### src/rtl/core/pce_pkg.sv
// Shared constants, codes, command/status types and the multiply schedule of the spline evaluator.
`timescale 1ns / 1ps

package pce_pkg;

  // Default configuration of the block.
  localparam int unsigned MAX_POINTS_DEF = 256;
  localparam int unsigned FRAC_BITS_DEF  = 16;

  // Fixed field widths.
  localparam int unsigned DATA_W    = 32;
  localparam int unsigned COUNT_W   = 9;
  localparam int unsigned IDX_W     = 8;
  localparam int unsigned FUNC_W    = 3;
  localparam int unsigned CFG_IDX_W = 1;

  // Operation codes.
  localparam logic [FUNC_W-1:0] FUNC_WRITE_A   = 3'd0;
  localparam logic [FUNC_W-1:0] FUNC_WRITE_BCD = 3'd1;
  localparam logic [FUNC_W-1:0] FUNC_READ      = 3'd2;
  localparam logic [FUNC_W-1:0] FUNC_VALUE     = 3'd3;
  localparam logic [FUNC_W-1:0] FUNC_SLOPE     = 3'd4;

  // Configuration register indexes.
  localparam logic [CFG_IDX_W-1:0] CFG_POINT_COUNT = 1'b0;
  localparam logic [CFG_IDX_W-1:0] CFG_LOOP_MODE   = 1'b1;

  // Saturation limits.
  localparam logic [DATA_W-1:0] SAT_MAX = 32'h7FFF_FFFF;
  localparam logic [DATA_W-1:0] SAT_MIN = 32'h8000_0000;

  // Operand pairs of the shared multiplier.
  typedef enum logic [2:0] {
    MUL_FF,
    MUL_F2F,
    MUL_BF,
    MUL_CF2,
    MUL_DF3,
    MUL_C2F,
    MUL_D3F2
  } mul_sel_e;

  // Where a finished product goes in the following cycle.
  typedef enum logic [1:0] {
    DST_NONE,
    DST_F2,
    DST_F3,
    DST_ACC
  } dst_e;

  // How an evaluation finishes.
  typedef enum logic [1:0] {
    EVAL_ZERO,
    EVAL_A,
    EVAL_FULL
  } eval_kind_e;

  // Read address source.
  typedef enum logic {
    RD_INDEX,
    RD_SEG
  } rd_sel_e;

  typedef struct packed {
    mul_sel_e sel;
    dst_e     dst;
    logic     last;
  } mul_step_t;

  // Commands from the controller to the datapath.
  typedef struct packed {
    logic     clr_en;
    logic     load;
    logic     wr_en;
    logic     rd_en;
    rd_sel_e  rd_sel;
    logic     div_start;
    logic     div_step;
    logic     seg_load;
    logic     acc_init;
    logic     mul_en;
    mul_sel_e mul_sel;
    dst_e     mul_dst;
    logic     res_load;
  } pce_cmd_t;

  // Status from the datapath to the controller.
  typedef struct packed {
    logic              clr_done;
    logic              div_done;
    logic [FUNC_W-1:0] func;
    logic              loop;
    logic              empty;
    eval_kind_e        kind;
    logic              out_free;
  } pce_stat_t;

  // Power-sum schedule: each power of the fraction is formed as it is needed, each term added as it lands.
  function automatic mul_step_t mul_plan(input logic slope, input logic [2:0] step);
    mul_step_t s;
    s.sel  = MUL_FF;
    s.dst  = DST_NONE;
    s.last = 1'b1;
    if (slope) begin
      case (step)
        3'd0: begin s.sel = MUL_FF;   s.dst = DST_F2;  s.last = 1'b0; end
        3'd1: begin s.sel = MUL_C2F;  s.dst = DST_ACC; s.last = 1'b0; end
        3'd2: begin s.sel = MUL_D3F2; s.dst = DST_ACC; s.last = 1'b1; end
        default: begin s.sel = MUL_FF; s.dst = DST_NONE; s.last = 1'b1; end
      endcase
    end else begin
      case (step)
        3'd0: begin s.sel = MUL_FF;  s.dst = DST_F2;  s.last = 1'b0; end
        3'd1: begin s.sel = MUL_BF;  s.dst = DST_ACC; s.last = 1'b0; end
        3'd2: begin s.sel = MUL_F2F; s.dst = DST_F3;  s.last = 1'b0; end
        3'd3: begin s.sel = MUL_CF2; s.dst = DST_ACC; s.last = 1'b0; end
        3'd4: begin s.sel = MUL_DF3; s.dst = DST_ACC; s.last = 1'b1; end
        default: begin s.sel = MUL_FF; s.dst = DST_NONE; s.last = 1'b1; end
      endcase
    end
    return s;
  endfunction

endpackage

### src/rtl/core/pce_ctrl.sv
// Controller state machine that sequences clearing, table access and the multiply schedule.
`timescale 1ns / 1ps

module pce_ctrl
  import pce_pkg::*;
(
  input  logic      clk_i,
  input  logic      rst_ni,
  input  logic      in_valid_i,
  output logic      in_ready_o,
  input  pce_stat_t stat_i,
  output pce_cmd_t  cmd_o
);

  localparam logic [3:0] S_CLEAR  = 4'd0;
  localparam logic [3:0] S_IDLE   = 4'd1;
  localparam logic [3:0] S_DECODE = 4'd2;
  localparam logic [3:0] S_DIV    = 4'd3;
  localparam logic [3:0] S_SEG    = 4'd4;
  localparam logic [3:0] S_READ   = 4'd5;
  localparam logic [3:0] S_INIT   = 4'd6;
  localparam logic [3:0] S_MUL    = 4'd7;
  localparam logic [3:0] S_DRAIN  = 4'd8;
  localparam logic [3:0] S_DONE   = 4'd9;

  logic [3:0] state_q, state_d;
  logic [2:0] step_q, step_d;
  mul_step_t  plan;

  assign plan = mul_plan(stat_i.func == FUNC_SLOPE, step_q);

  // Next state and commands.
  always_comb begin
    state_d    = state_q;
    step_d     = step_q;
    cmd_o      = '0;
    in_ready_o = 1'b0;
    unique case (state_q)
      S_CLEAR: begin
        cmd_o.clr_en = 1'b1;
        if (stat_i.clr_done) state_d = S_IDLE;
      end
      S_IDLE: begin
        in_ready_o = 1'b1;
        if (in_valid_i) begin
          cmd_o.load = 1'b1;
          state_d    = S_DECODE;
        end
      end
      S_DECODE: begin
        case (stat_i.func) inside
          FUNC_WRITE_A, FUNC_WRITE_BCD: begin
            cmd_o.wr_en = 1'b1;
            state_d     = S_DONE;
          end
          FUNC_READ: begin
            cmd_o.rd_en  = 1'b1;
            cmd_o.rd_sel = RD_INDEX;
            state_d      = S_DONE;
          end
          FUNC_VALUE, FUNC_SLOPE: begin
            if (stat_i.loop && !stat_i.empty) begin
              cmd_o.div_start = 1'b1;
              state_d         = S_DIV;
            end else begin
              state_d = S_SEG;
            end
          end
          default: state_d = S_DONE;
        endcase
      end
      S_DIV: begin
        if (stat_i.div_done) state_d = S_SEG;
        else cmd_o.div_step = 1'b1;
      end
      S_SEG: begin
        cmd_o.seg_load = 1'b1;
        state_d        = S_READ;
      end
      S_READ: begin
        cmd_o.rd_en  = 1'b1;
        cmd_o.rd_sel = RD_SEG;
        state_d      = (stat_i.kind == EVAL_FULL) ? S_INIT : S_DONE;
      end
      S_INIT: begin
        cmd_o.acc_init = 1'b1;
        step_d         = '0;
        state_d        = S_MUL;
      end
      S_MUL: begin
        cmd_o.mul_en  = 1'b1;
        cmd_o.mul_sel = plan.sel;
        cmd_o.mul_dst = plan.dst;
        if (plan.last) state_d = S_DRAIN;
        else step_d = step_q + 3'd1;
      end
      S_DRAIN: begin
        state_d = S_DONE;
      end
      S_DONE: begin
        if (stat_i.out_free) begin
          cmd_o.res_load = 1'b1;
          state_d        = S_IDLE;
        end
      end
      default: state_d = S_IDLE;
    endcase
  end

  // State registers.
  always_ff @(posedge clk_i or negedge rst_ni) begin
    if (!rst_ni) begin
      state_q <= S_CLEAR;
      step_q  <= '0;
    end else begin
      state_q <= state_d;
      step_q  <= step_d;
    end
  end

endmodule

### config.mk
export PLATFORM = sky130hd
export DESIGN_NAME = pce_ctrl
export DESIGN_NICKNAME = d
export VERILOG_FILES = /design/src/rtl/core/pce_pkg.sv /design/src/rtl/core/pce_ctrl.sv
export SDC_FILE = /design/constraint.sdc
export NUM_CORES = 1
export LEC_CHECK = 0
export ABC_AREA = 1
export ABC_CLOCK_PERIOD_IN_PS = 4900
export BUFFER_PORTS_ARGS = -buffer_cell sky130_fd_sc_hd__buf_4
export CAP_MARGIN = 0
export CORE_MARGIN = 8
export CORE_UTILIZATION = 53
export DETAILED_ROUTE_END_ITERATION = 10
export MAX_ROUTING_LAYER = met4
export PLACE_DENSITY = 0.95
export SLEW_MARGIN = 20
export SYNTH_ARGS = -nofsm -noshare
export SYNTH_HDL_FRONTEND = slang
export SYNTH_SLANG_ARGS = --single-unit
### constraint.sdc
create_clock -name clk_i -period 4.9 [get_ports clk_i]
set_clock_uncertainty 0.15 [all_clocks]
set_input_delay 0.98 -clock clk_i [delete_from_list [all_inputs] [get_ports clk_i]]
set_output_delay 0.98 -clock clk_i [all_outputs]
set_load 0.02 [all_outputs]
Yosys cells after proc, flatten, opt, wreduce, memory -nomap -nowiden
Index checks and enable logic that the tools add are counted.
W data, S select, Z words.
{ "totals": {"reg_bits": 7, "latch_bits": 0, "ram_bits": 0, "mem_bits_ro": 0, "inputBits": 13, "output_inout_bits": 17, "elab_cells": 74, "mem_count": 0} }
{ "op_classes": {"add_sub_neg": 1, "n_mul": 0, "div": 0, "magnitude_cmp": 0, "eq_ne": 24, "n_shift": 0, "mux": 37, "bitwise": 0, "n_reduce_logical": 10} }
{ "op_table": {"columns": ["cell", "n"], "rows": [
  ["$pmux W4 S10", 1],
  ["$mux W4", 9],
  ["$pmux W6 S5", 1],
  ["$pmux W6 S3", 1],
  ["$mux W1", 17],
  ["$eq A4 B3 Y1 const B", 4],
  ["$eq A3 B2 Y1 const B", 4],
  ["$mux W6", 2],
  ["$ne A2 B2 Y1 const B", 6],
  ["$eq A4 B2 Y1 const B", 2],
  ["$eq A4 B4 Y1 const B", 2],
  ["$eq A3 B1 Y1 const B", 2],
  ["$eq A3 B3 Y1 const B", 2],
  ["$logic_not A3 Y1", 2],
  ["$mux W3", 2],
  ["$pmux W3 S2", 1],
  ["$reduce_and A5 Y1", 1],
  ["$eq A4 B1 Y1 const B", 1],
  ["$logic_not A4 Y1", 1],
  ["$mux W2", 2],
  ["$pmux W2 S2", 1],
  ["$reduce_or A2 Y1", 2],
  ["$add A3 B1 Y3 const B", 1],
  ["$eq A2 B2 Y1 const B", 1],
  ["4 further kinds", 4]
]} }

Longest topological paths before layout
{ "depth": {"ltp_word": 7, "mapped_depth": 12, "mapped_depth_nobuf": 12} }

Least setup slack after synthesis
Ideal clock, no wire load.
{ "synth_path": {"kind": "input-to-output", "from": "input port stat_i[6] in the netlist's numbering", "to": "output port cmd_o[1] in the netlist's numbering", "arrival_ps": 1799, "required_time_ps": 3770, "setup_slack_ps": 1971, "cell_stages": 5, "cell_sequence": "nor2_1 > nand2_2 > inv_2 > a211oi_1 > nor3_1"} }
{ "synth_lines": {"columns": ["item", "line_no", "source"], "rows": [
  ["from (decl)", "pce_ctrl.sv:11", "input pce_stat_t stat_i,"],
  ["to (decl)", "pce_ctrl.sv:12", "output pce_cmd_t cmd_o"]
]} }

==> results.txt <==
Max Freq - 327 MHz
Worst Setup End Kind - primary output
drt initial violations - 26
Gate Count Post-Synth - 144
CP Max Fanout - 8
# setup viols final - 0
status - finished clean
CP Cell Sequence - buf_4, nor2_1, nand2_2, inv_2, nor2_2, a211oi_2, buf_4
first-pass GRT wire length - 3.95 mm
CORE AREA - 1510 um^2
RSZ-0062 raised after global routing - no
Synth area leaders - dfrtp_1 (21%), nand2_1 (16%), nand3_1 (11%)
die height - 56.1 um
commonest cells after routing, fill and taps aside - nand2_1 (36), buf_4 (29), nor2_1 (23), inv_1 (21), nand3_1 (18)
register area share after synthesis - 0.205
min cycle time layout - 3060 ps
gpl congestion - 0.890
1st-pass router iterations - 4
Max clock buf depth - 2
max cap viols - 0
# nets final - 196
port bufs - 29
CTS Hold Bufs - 0
Max Slew Vio Count - 0
Setup Total Neg Slack - 0 ps
Mapped Area - 853 um^2
vias per inst - 5.29
largest net degree at the start of global routing - 10
CTS Buf Count - 3
syn nets - 163
Final Hold Viols - 0
clk sinks - 7
initial antenna violation count - 0
most used cell, CP - buf_4
Synth area leader - dfrtp_1
drc violations - 0
worst slew pin tran - 469 ps
CP Launch Type - primary input
CTS H-tree lvls - 1
antenna viol nets, final - 0
Peak VDD IR - 476 uV
CP arrival - 1930 ps
routed wire length - 2.36 mm
# IOs - 30
clk slew on worst S/H paths - 50 ps
PD cells - 557 nW/um^2
clock latency on the worst-skew pair - 240 ps
Setup CP Type - primary input to primary output
Initial Util - 0.566
Req. time, crit path - 3770 ps
CTS tree - yes
most common cell after layout, fill and taps aside - nand2_1
die span in x - 56.1 um
gr ovfl total - 0
area share of the largest cell type after synthesis - 0.205
Pleak - 0.666 nW
period utilisation layout - 0.625
synth unique cells - 24
# rows - 14
Resize count post-CTS - 0
Seq cells post-synth - 7
Post-Route Utilization - 0.738
class of the worst hold path - primary input to asynchronous set/reset pin
DIE AREA - 3150 um^2
n_diodes - 0
Detail Placement HPWL - 2.01 mm
Area Overhead vs Synth - 30.4%
WL per Instance - 12.3 um
layout cells sized above 1 - 0.267
Via Count - 1,015
postcts setup bufs - 0
CTS Root Buffer Type - clkbuf_4
CP max stage delay - 200 ps
Worst slew margin - 0.686
Synth warnings - 0
All-Layer GR Usage - 0.148
Slowest-stage cell, CP - a211oi_2
syn_area_per_cell - 5.93 um^2
vias in the first global route - 991
path summary, 6_finish.rpt:
path | start | endpoint | slack (ps) | cells past startpoint
worst max-delay path | stat_i[6] | cmd_o[5] | 1840 | 7
worst min-delay path | rst_ni | step_q[0] | 390 | 1
worst max register to register | step_q[0] | state_q[1] | 3030 | 10
worst min register to register | step_q[1] | step_q[1] | 430 | 2
max in group asynchronous | rst_ni | state_q[3] | 4090 | 1
min in group clk_i | step_q[1] | step_q[1] | 430 | 2
area by class of cell:
cell class	count	area (um^2)
repair buffers	29	218
fillers	130	394
clock buffers	4	26.3
well taps	16	20.0
multi-input cells	111	579
inverters	25	93.8
flip-flops and latches	7	175
cells in the mapped netlist:
cell and n:
o21ai_0 6, a21boi_2 1, dfrtp_1 7, nand3b_1 1, and2_1 1, a21oi_1 2, nor3_1 4, buf_2 1
inv_1 21, nand2_1 36, nor2_2 2, nor3_4 1, nor4_1 1, a31o_2 1, nand2_4 1, a211oi_1 1
a211oi_2 1, ha_1 6, o21ai_2 1, nor2_1 23, nand2_2 3, inv_2 4, o21ai_1 1, nand3_1 18
worst max-delay path: cells and delay by family:
| kind | cells | cell delay, ps |
|---|---|---|
| AO/OA/AOI/OAI | 1 | 200 |
| buffers and inverters | 3 | 420 |
| AND/OR/NAND/NOR | 3 | 320 |
state kept, by name (all words and copies together) (netlist names):
register,count
state_q,4
step_q,3
layer usage:
| metal | track usage | part of all wire | vias to the layer above |
|---|---|---|---|
| li1 | - | - | 521 |
| met4 | 0.0515 | 0.0059 | 0 |
| met5 | - | 0 | - |
| met3 | 0.0342 | 0.059 | 2 |
| met1 | 0.153 | 0.43 | 454 |
| met2 | 0.265 | 0.51 | 38 |
power breakdown:
group,internal (W),total [W],switching [W]
clock,0.0000309,0.0000499,0.0000190
combinational,0.000164,0.000452,0.000288
sequential,0.0000839,0.000118,0.0000337
cell families after synthesis:
family,share of synthesized area
AOI/OAI and AO/OA,0.110
adders and majority gates,0.0880
buffers and inverters,0.116
DFF,0.205
and+or+nand+nor,0.481
through the flow:
step,worst slack (ps),hold slack (ps),cell area (um^2),cells,power (W)
after floorplan,1970,368,853,144,0.000440
after global placement,1940,397,1090,188,0.000545
after detailed placement,1840,424,1090,188,0.000563
after CTS,1840,379,1110,192,0.000617
after global routing,1700,377,1110,192,0.000687
final,1840,387,1110,192,0.000619
Note: power is estimated with default switching activity, not from simulation.
